### src/sv/rsq_pkg.sv
`default_nettype none
package rsq_pkg;

    localparam int SincosTableDepth = 1024;
    localparam int IdxW = $clog2(SincosTableDepth);
    localparam int QLen = SincosTableDepth / 4;
    localparam int QW = $clog2(QLen);
    localparam int PosW = 24;
    localparam int SizeW = 23;
    localparam int UvW = 16;

    localparam logic [1:0] CfgTexU0 = 2'd0;
    localparam logic [1:0] CfgTexV0 = 2'd1;
    localparam logic [1:0] CfgTexWidth = 2'd2;
    localparam logic [1:0] CfgTexHeight = 2'd3;

    typedef struct packed {
        logic signed [23:0] pos_x;
        logic signed [23:0] pos_y;
        logic [22:0] size_w;
        logic [22:0] size_h;
        logic [15:0] pivot_x;
        logic [15:0] pivot_y;
        logic signed [15:0] turn_angle;
        logic [31:0] src_u_pair;
        logic [31:0] src_v_pair;
        logic [1:0] flip_bits;
        logic [31:0] tint_rgba;
    } t_sprite;

    typedef struct packed {
        logic signed [23:0] vert_x;
        logic signed [23:0] vert_y;
        logic [15:0] vert_u;
        logic [15:0] vert_v;
        logic [31:0] vert_color;
        logic last_vertex;
    } t_vertex;

    typedef struct packed {
        logic [3:0] index;
        logic [15:0] data;
    } t_cfg;

    // Quarter-wave sine: Q30 argument, Q16 result capped at 1.0.
    function automatic logic signed [17:0] quarter_sin(input logic [30:0] t);
        logic [63:0] u;
        logic [63:0] p;
        logic [63:0] c [5];
        c[0] = 64'd1686629713; c[1] = 64'd693598671; c[2] = 64'd85569306;
        c[3] = 64'd5026994; c[4] = 64'd172272;
        u = ({33'd0, t} * {33'd0, t}) >> 30;
        p = c[4];
        for (int i = 3; i >= 0; i--) begin
            p = c[i] - ((u * p) >> 30);
        end
        p = ({33'd0, t} * p) >> 30;
        p = (p + 64'd8192) >> 14;
        if (p > 64'd65536) begin
            p = 64'd65536;
        end
        return signed'({1'b0, p[16:0]});
    endfunction

    // Quarter-wave table, 17 bits per entry, built at elaboration.
    function automatic logic [QLen*17-1:0] build_qtab();
        logic [QLen*17-1:0] tab;
        logic [30:0] t;
        logic signed [17:0] m;
        tab = '0;
        for (int j = 0; j < QLen; j++) begin
            t = 31'((64'(j) << 30) / QLen);
            m = quarter_sin(t);
            tab[j*17 +: 17] = m[16:0];
        end
        return tab;
    endfunction

    localparam logic [QLen*17-1:0] QTab = build_qtab();
    localparam logic [16:0] QsOne = 17'(quarter_sin(31'd1073741824));

    // Table entry k: sine of k/depth turns, Q16, mirrored from the quarter table.
    function automatic logic signed [17:0] sin_entry(input logic [IdxW-1:0] k);
        logic [1:0] quad;
        logic [QW-1:0] j;
        logic [QW-1:0] jm;
        logic [16:0] mag;
        quad = k[IdxW-1:IdxW-2];
        j = k[IdxW-3:0];
        jm = QW'(QLen - int'(j));
        if (quad[0]) begin
            mag = (j == '0) ? QsOne : QTab[int'(jm)*17 +: 17];
        end else begin
            mag = QTab[int'(j)*17 +: 17];
        end
        return quad[1] ? -signed'({1'b0, mag}) : signed'({1'b0, mag});
    endfunction

endpackage
`default_nettype wire

### src/sv/rsq_if.sv
`default_nettype none


interface rsq_vertex_if;
    logic valid;
    logic ready;
    rsq_pkg::t_vertex data;
    modport source(output valid, output data, input ready);
    modport sink(input valid, input data, output ready);
endinterface

`default_nettype wire

### src/sv/rsq_emit.sv
`default_nettype none
// Vertex sequencer: holds one quad, hands out six beats c1,c2,c3,c1,c3,c4.
module rsq_emit (
    input  wire logic i_clk,
    input  wire logic i_rst_n,
    input  wire logic i_load,
    input  wire rsq_pkg::t_sprite i_spr,
    input  wire logic signed [25:0] i_x [4],
    input  wire logic signed [25:0] i_y [4],
    input  wire logic [15:0] i_tex [4],
    output logic o_busy,
    output logic o_last,
    rsq_vertex_if.source o_vtx
);
    import rsq_pkg::*;

    logic [2:0] r_cnt;
    logic r_busy;
    t_sprite r_spr;
    logic signed [25:0] r_x [4], r_y [4];
    logic [15:0] r_tex [4];
    logic [1:0] w_c;
    logic [15:0] w_u, w_v;
    logic [UvW:0] n_ru, n_rv;
    logic signed [26:0] n_px, n_py;
    logic [31:0] w_mu, w_mv;

    always_comb begin
        case (r_cnt)
            3'd0: w_c = 2'd0;
            3'd1: w_c = 2'd1;
            3'd2: w_c = 2'd2;
            3'd3: w_c = 2'd0;
            3'd4: w_c = 2'd2;
            default: w_c = 2'd3;
        endcase
        w_u = (w_c == 2'd0 || w_c == 2'd1)
              ? (r_spr.flip_bits[0] ? r_spr.src_u_pair[15:0] : r_spr.src_u_pair[31:16])
              : (r_spr.flip_bits[0] ? r_spr.src_u_pair[31:16] : r_spr.src_u_pair[15:0]);
        w_v = (w_c == 2'd0 || w_c == 2'd3)
              ? (r_spr.flip_bits[1] ? r_spr.src_v_pair[15:0] : r_spr.src_v_pair[31:16])
              : (r_spr.flip_bits[1] ? r_spr.src_v_pair[31:16] : r_spr.src_v_pair[15:0]);
        w_mu = w_u * r_tex[CfgTexWidth] + 32'd32768;
        w_mv = w_v * r_tex[CfgTexHeight] + 32'd32768;
        n_ru = {1'b0, w_mu[31:16]} + {1'b0, r_tex[CfgTexU0]};
        n_rv = {1'b0, w_mv[31:16]} + {1'b0, r_tex[CfgTexV0]};
        n_px = 27'(r_x[w_c]) + 27'(r_spr.pos_x);
        n_py = 27'(r_y[w_c]) + 27'(r_spr.pos_y);
    end

    function automatic logic signed [23:0] sat(input logic signed [26:0] v);
        if (v > 27'sd8388607) return 24'sh7FFFFF;
        if (v < -27'sd8388608) return 24'sh800000;
        return v[23:0];
    endfunction

    always_ff @(posedge i_clk) begin
        if (i_load) begin
            r_spr <= i_spr;
            r_x <= i_x;
            r_y <= i_y;
            r_tex <= i_tex;
        end
    end

    always_ff @(posedge i_clk) begin
        if (!i_rst_n) begin
            r_busy <= 1'b0;
            r_cnt <= 3'd0;
        end else if (i_load) begin
            r_busy <= 1'b1;
            r_cnt <= 3'd0;
        end else if (r_busy && o_vtx.ready) begin
            if (r_cnt == 3'd5) begin
                r_busy <= 1'b0;
                r_cnt <= 3'd0;
            end else begin
                r_cnt <= r_cnt + 3'd1;
            end
        end
    end

    assign o_busy = r_busy;
    assign o_last = r_busy && o_vtx.ready && r_cnt == 3'd5;
    assign o_vtx.valid = r_busy;
    assign o_vtx.data.vert_x = sat(n_px);
    assign o_vtx.data.vert_y = sat(n_py);
    assign o_vtx.data.vert_u = n_ru[UvW] ? 16'hFFFF : n_ru[15:0];
    assign o_vtx.data.vert_v = n_rv[UvW] ? 16'hFFFF : n_rv[15:0];
    assign o_vtx.data.vert_color = r_spr.tint_rgba;
    assign o_vtx.data.last_vertex = r_cnt == 3'd5;

    a_cnt_range: assert property (@(posedge i_clk) disable iff (!i_rst_n)
        r_cnt <= 3'd5) else $error("vertex count out of range");
    a_hold: assert property (@(posedge i_clk) disable iff (!i_rst_n)
        r_busy && !o_vtx.ready && !i_load |=> $stable(r_cnt))
        else $error("count moved under stall");
    a_no_overrun: assert property (@(posedge i_clk) disable iff (!i_rst_n)
        i_load |-> !r_busy || o_last) else $error("quad overwritten");
endmodule
`default_nettype wire

### src/flat_wrapper.sv
// flat-port wrapper written by rule: the top's interface ports become plain ports
module rsq_emit_flat import rsq_pkg::*;
  (i_clk, i_rst_n, i_load, i_spr, i_x, i_y, i_tex, o_busy, o_last, o_vtx_valid, o_vtx_data, o_vtx_ready);
  rsq_vertex_if o_vtx_i ();
  input  wire logic i_clk;
  input  wire logic i_rst_n;
  input  wire logic i_load;
  input  wire rsq_pkg::t_sprite i_spr;
  input  wire logic signed [25:0] i_x[4];
  input  wire logic signed [25:0] i_y[4];
  input  wire logic [15:0] i_tex[4];
  output logic o_busy;
  output logic o_last;
  output wire logic [$bits(o_vtx_i.valid)-1:0] o_vtx_valid;
  output wire logic [$bits(o_vtx_i.data)-1:0] o_vtx_data;
  input wire logic [$bits(o_vtx_i.ready)-1:0] o_vtx_ready;
  assign o_vtx_valid = o_vtx_i.valid;
  assign o_vtx_data = o_vtx_i.data;
  assign o_vtx_i.ready = o_vtx_ready;
  rsq_emit u_core (.i_clk(i_clk), .i_rst_n(i_rst_n), .i_load(i_load), .i_spr(i_spr), .i_x(i_x), .i_y(i_y), .i_tex(i_tex), .o_busy(o_busy), .o_last(o_last), .o_vtx(o_vtx_i));
endmodule
### config.mk
export PLATFORM = sky130hd
export DESIGN_NAME = rsq_emit_flat
export DESIGN_NICKNAME = d
export VERILOG_FILES = /design/src/sv/rsq_pkg.sv /design/src/sv/rsq_if.sv /design/src/sv/rsq_emit.sv /design/src/flat_wrapper.sv
export SDC_FILE = /design/constraint.sdc
export NUM_CORES = 2
export LEC_CHECK = 0
export BUFFER_PORTS_ARGS = -buffer_cell sky130_fd_sc_hd__buf_2
export CAP_MARGIN = 20
export CORE_MARGIN = 2
export CORE_UTILIZATION = 45
export DETAILED_ROUTE_END_ITERATION = 12
export PLACE_DENSITY = 0.69
export SLEW_MARGIN = 15
export SYNTH_ARGS = -nofsm -noshare
export SYNTH_HDL_FRONTEND = slang
export SYNTH_SLANG_ARGS = --single-unit
### constraint.sdc
create_clock -name i_clk -period 9.65 [get_ports i_clk]
set_input_delay 0.965 -clock i_clk [delete_from_list [all_inputs] [get_ports i_clk]]
set_output_delay 0.965 -clock i_clk [all_outputs]
set_load 0.01 [all_outputs]
==> results by group <==
Timing
  • RSZ-0062 raised after global routing: yes
  • Fmax: 0.09316 GHz
  • Relative slew slack: 0.2861
  • Final Max Tran Viols: 0
  • PnR worst setup slack: -1.084 ns
  • Min cycle time layout: 10.73 ns
  • Period utilization: 1.112
  • Final Hold Fails: 0
  • Setup violators final: 32
  • Max Clock Skew: 0.0005165 ns
  • Worst slew pin tran: 1.071 ns

Layout
  • Leading cell type in the layout, fill and taps excluded: buf_2
  • Filler instances: 6541
  • Most frequent cells in the layout: buf_2 (521), inv_1 (510), edfxtp_1 (418), fa_1 (384), nand2_1 (313)
  • Area Overhead vs Synth: 22.74%
  • Share of cells above drive strength 1: 0.2881
  • Cell area after layout: 43110 um^2
  • Util after Layout: 0.5575
  • Fin nets: 4977

Status
  • Failing checks: negative setup slack
  • Status: finished, violations left

Yosys
  • Yosys reg bits: 422
  • Syn Nets: 4247
  • Yosys warnings: 0
  • Cell count after synthesis: 3030
  • Syn avg cell area: 11.59 um^2
  • Main area contributors after synthesis: edfxtp_1 (36%), fa_1 (22%), ha_1 (11%)
  • Post-synth top area share: 0.3573
  • Cell Area, Synth: 35130 um^2
  • Number of synthesized flops with an enable pin: 418
  • Post-synthesis async set-or-reset flop share: 0
  • Dominant synthesized flop cell: edfxtp_1
  • Synth cell types: 64
  • Synth area leader: edfxtp_1
  • Register area share after synthesis: 0.3596

Detailed routing
  • Pre-Repair DR Iteration Count: 5
  • Avg Vias per Cell: 5.095
  • 1st-iter DRT viols: 1750
  • Final WL: 95520 um
  • Wire per inst: 19.63 um
  • Routed Antenna Nets: 0
  • Vias: 24785
  • # DRC: 0

Min path
  • Min-Delay Path Depth: 1
  • Min-Delay Endpoint: u_core.r_tex[35]
  • Hold crit path type: in -> reg
  • HP Start: i_tex[35]

Clock network
  • H-tree depth: 2
  • Clk sinks: 422
  • CTS tree: yes
  • Worst-path clk slew: 0.06 ns
  • Clk_lat worst skew: 0.58 ns
  • Clk buf depth: 3
  • Root Buffer Master: clkbuf_16
  • TritonCTS Buffers: 47

Place
  • Detailed Place HPWL: 76350 um
  • GPL Wtd Cong: 0.8899
  • IO buf count: 537
  • Placed inst area: 40420 um^2

Global route
  • Vias in the first global route: 25804
  • Antenna violations before repair: 38
  • GRT Residual Overflow: 0
  • First-pass GRT wire length: 146800 um
  • Tot GR Track Use: 0.2376
  • Pin count of the biggest net entering global routing: 162

Run
  • Max Cap Violations: 0

Floorplan
  • Chip width: 283.4 um
  • Die Y: 283.4 um
  • Num rows: 102
  • Core area: 77340 um^2
  • Initial Utilization: 0.4542
  • Die area: 80310 um^2
  • I/O Pins: 632

Critical path
  • CP Launch Type: flop
  • Worst Setup End Kind: output port
  • R2R depth: 6
  • Worst R2R End: u_core.o_busy
  • Reg2reg setup slack: 8.15 ns
  • Critical path arrival: 9.77 ns
  • Slowest cell on crit path: fa_1
  • Max Fanout on Critical Path: 7
  • WP data required: 8.69 ns
  • Most frequent CP cell: fa_1
  • Worst Path Class, Setup: reg -> out
  • CP peak stage delay: 0.54 ns
  • R2R Path Start: u_core.r_cnt[2]
==> area by class of cell <==
class	count	area, um^2	area share
diodes	28	70.07	0.001625
clock buffers	57	1214	0.02815
clock inverters	29	294.0	0.006820
inverters	526	1974	0.04579
multi-input cells	1956	20590	0.4777
flip-flops and latches	422	12630	0.2931
well taps	1040	1301	0.03018
repair buffers	807	5031	0.1167
==> synth_stat cells (5+ instances only) <==
cell type and number:
and3_1 25, buf_2 9, mux2i_1 7, mux4_2 52, mux2_2 28, nand2b_1 24
nor3_1 15, o31ai_1 6, o21a_1 18, o211ai_1 13, a211oi_1 11, a21o_1 41
edfxtp_1 418, nand3_1 20, a31oi_1 11, ha_1 311, o21ai_1 23, a21oi_1 83
o21bai_1 16, clkbuf_1 82, nand4_1 9, nor2_1 48, nand2_1 331, inv_1 526
and2_1 232, o21ai_0 66, xnor2_1 61, fa_1 390, or2_2 5, nor2b_1 15
buf_4 33, xor2_1 43
==> through the flow <==
| stage | hold WS (ns) | worst slack (ns) | TNS, ns | std cells |
|---|---|---|---|---|
| after floorplan | 0.5768 | -0.02715 | -0.1201 | 3030 |
| after global placement | 0.6423 | -0.8169 | -24.21 | 4704 |
| after detailed placement | 0.6683 | -0.8849 | -26.59 | 4704 |
| after CTS | 0.4857 | -1.313 | -32.50 | 4812 |
| after global routing | 0.4951 | -1.439 | -43.90 | 4854 |
| final | 0.5348 | -1.084 | -31.57 | 4865 |
==> worst max path at each step <==
| stage | start | end | slack (ns) | cells after the start |
|---|---|---|---|---|
| floorplan | u_core.r_cnt[1] | o_vtx_data[36] | -0.03 | 38 |
| global placement | u_core.r_cnt[0] | o_vtx_data[46] | -0.82 | 40 |
| detailed placement | u_core.r_cnt[0] | o_vtx_data[46] | -0.88 | 40 |
| CTS | u_core.r_cnt[1] | o_vtx_data[34] | -1.31 | 43 |
| global route | u_core.r_cnt[0] | o_vtx_data[34] | -1.44 | 44 |
| finish | u_core.r_cnt[0] | o_vtx_data[34] | -1.08 | 43 |
==> logic make-up (layout without fill, tap and decap cells) <==
group	Yosys count	after routing	synth area share
fa+ha+maj	701	701	0.3330
compound gates	324	324	0.05920
buf+inv	652	1419	0.07395
mux	87	87	0.04431
flops	422	422	0.3596
xor+xnor	104	104	0.02593
other cells	0	28	0
simple gates	740	740	0.1039
==> layer usage <==
layer,global-route usage,wire (um),vias up
li1,-,-,11481
met1,0.3133,38650,12176
met2,0.3730,44130,898
met3,0.06222,8446,202
met4,0.09934,4131,28
met5,0,171,-
==> critical path: cells and delay by family (launching register included) <==
family | cells | cell delay [ns]
fa+ha+maj | 8 | 3.50
compound gates | 12 | 1.67
simple gates | 7 | 1.42
buf+inv | 12 | 1.39
xor+xnor | 3 | 0.48
flops | 1 | 0.37
mux | 1 | 0.35
==> timing repair <==
item / CTS / global route
cloned: 2 / 2
endpoints found under the setup margin: 32 / 32
gates resized for setup: 70 / 113
hold buffers: 0 / 0
pin swaps: 14 / 28
setup buffers: 20 / 27
==> sequential cells by signal (all words and copies together) (netlist names) <==
name               count
u_core.r_tex          64
u_core.o_busy          1
u_core.r_y           104
u_core.r_cnt           3
u_core.r_x           104
u_core.r_spr         114
u_core.o_vtx.data     32
Power is left out: the tool's default activity adds up to more than one toggle a clock period on the data nets, which glitch-free logic cannot reach.
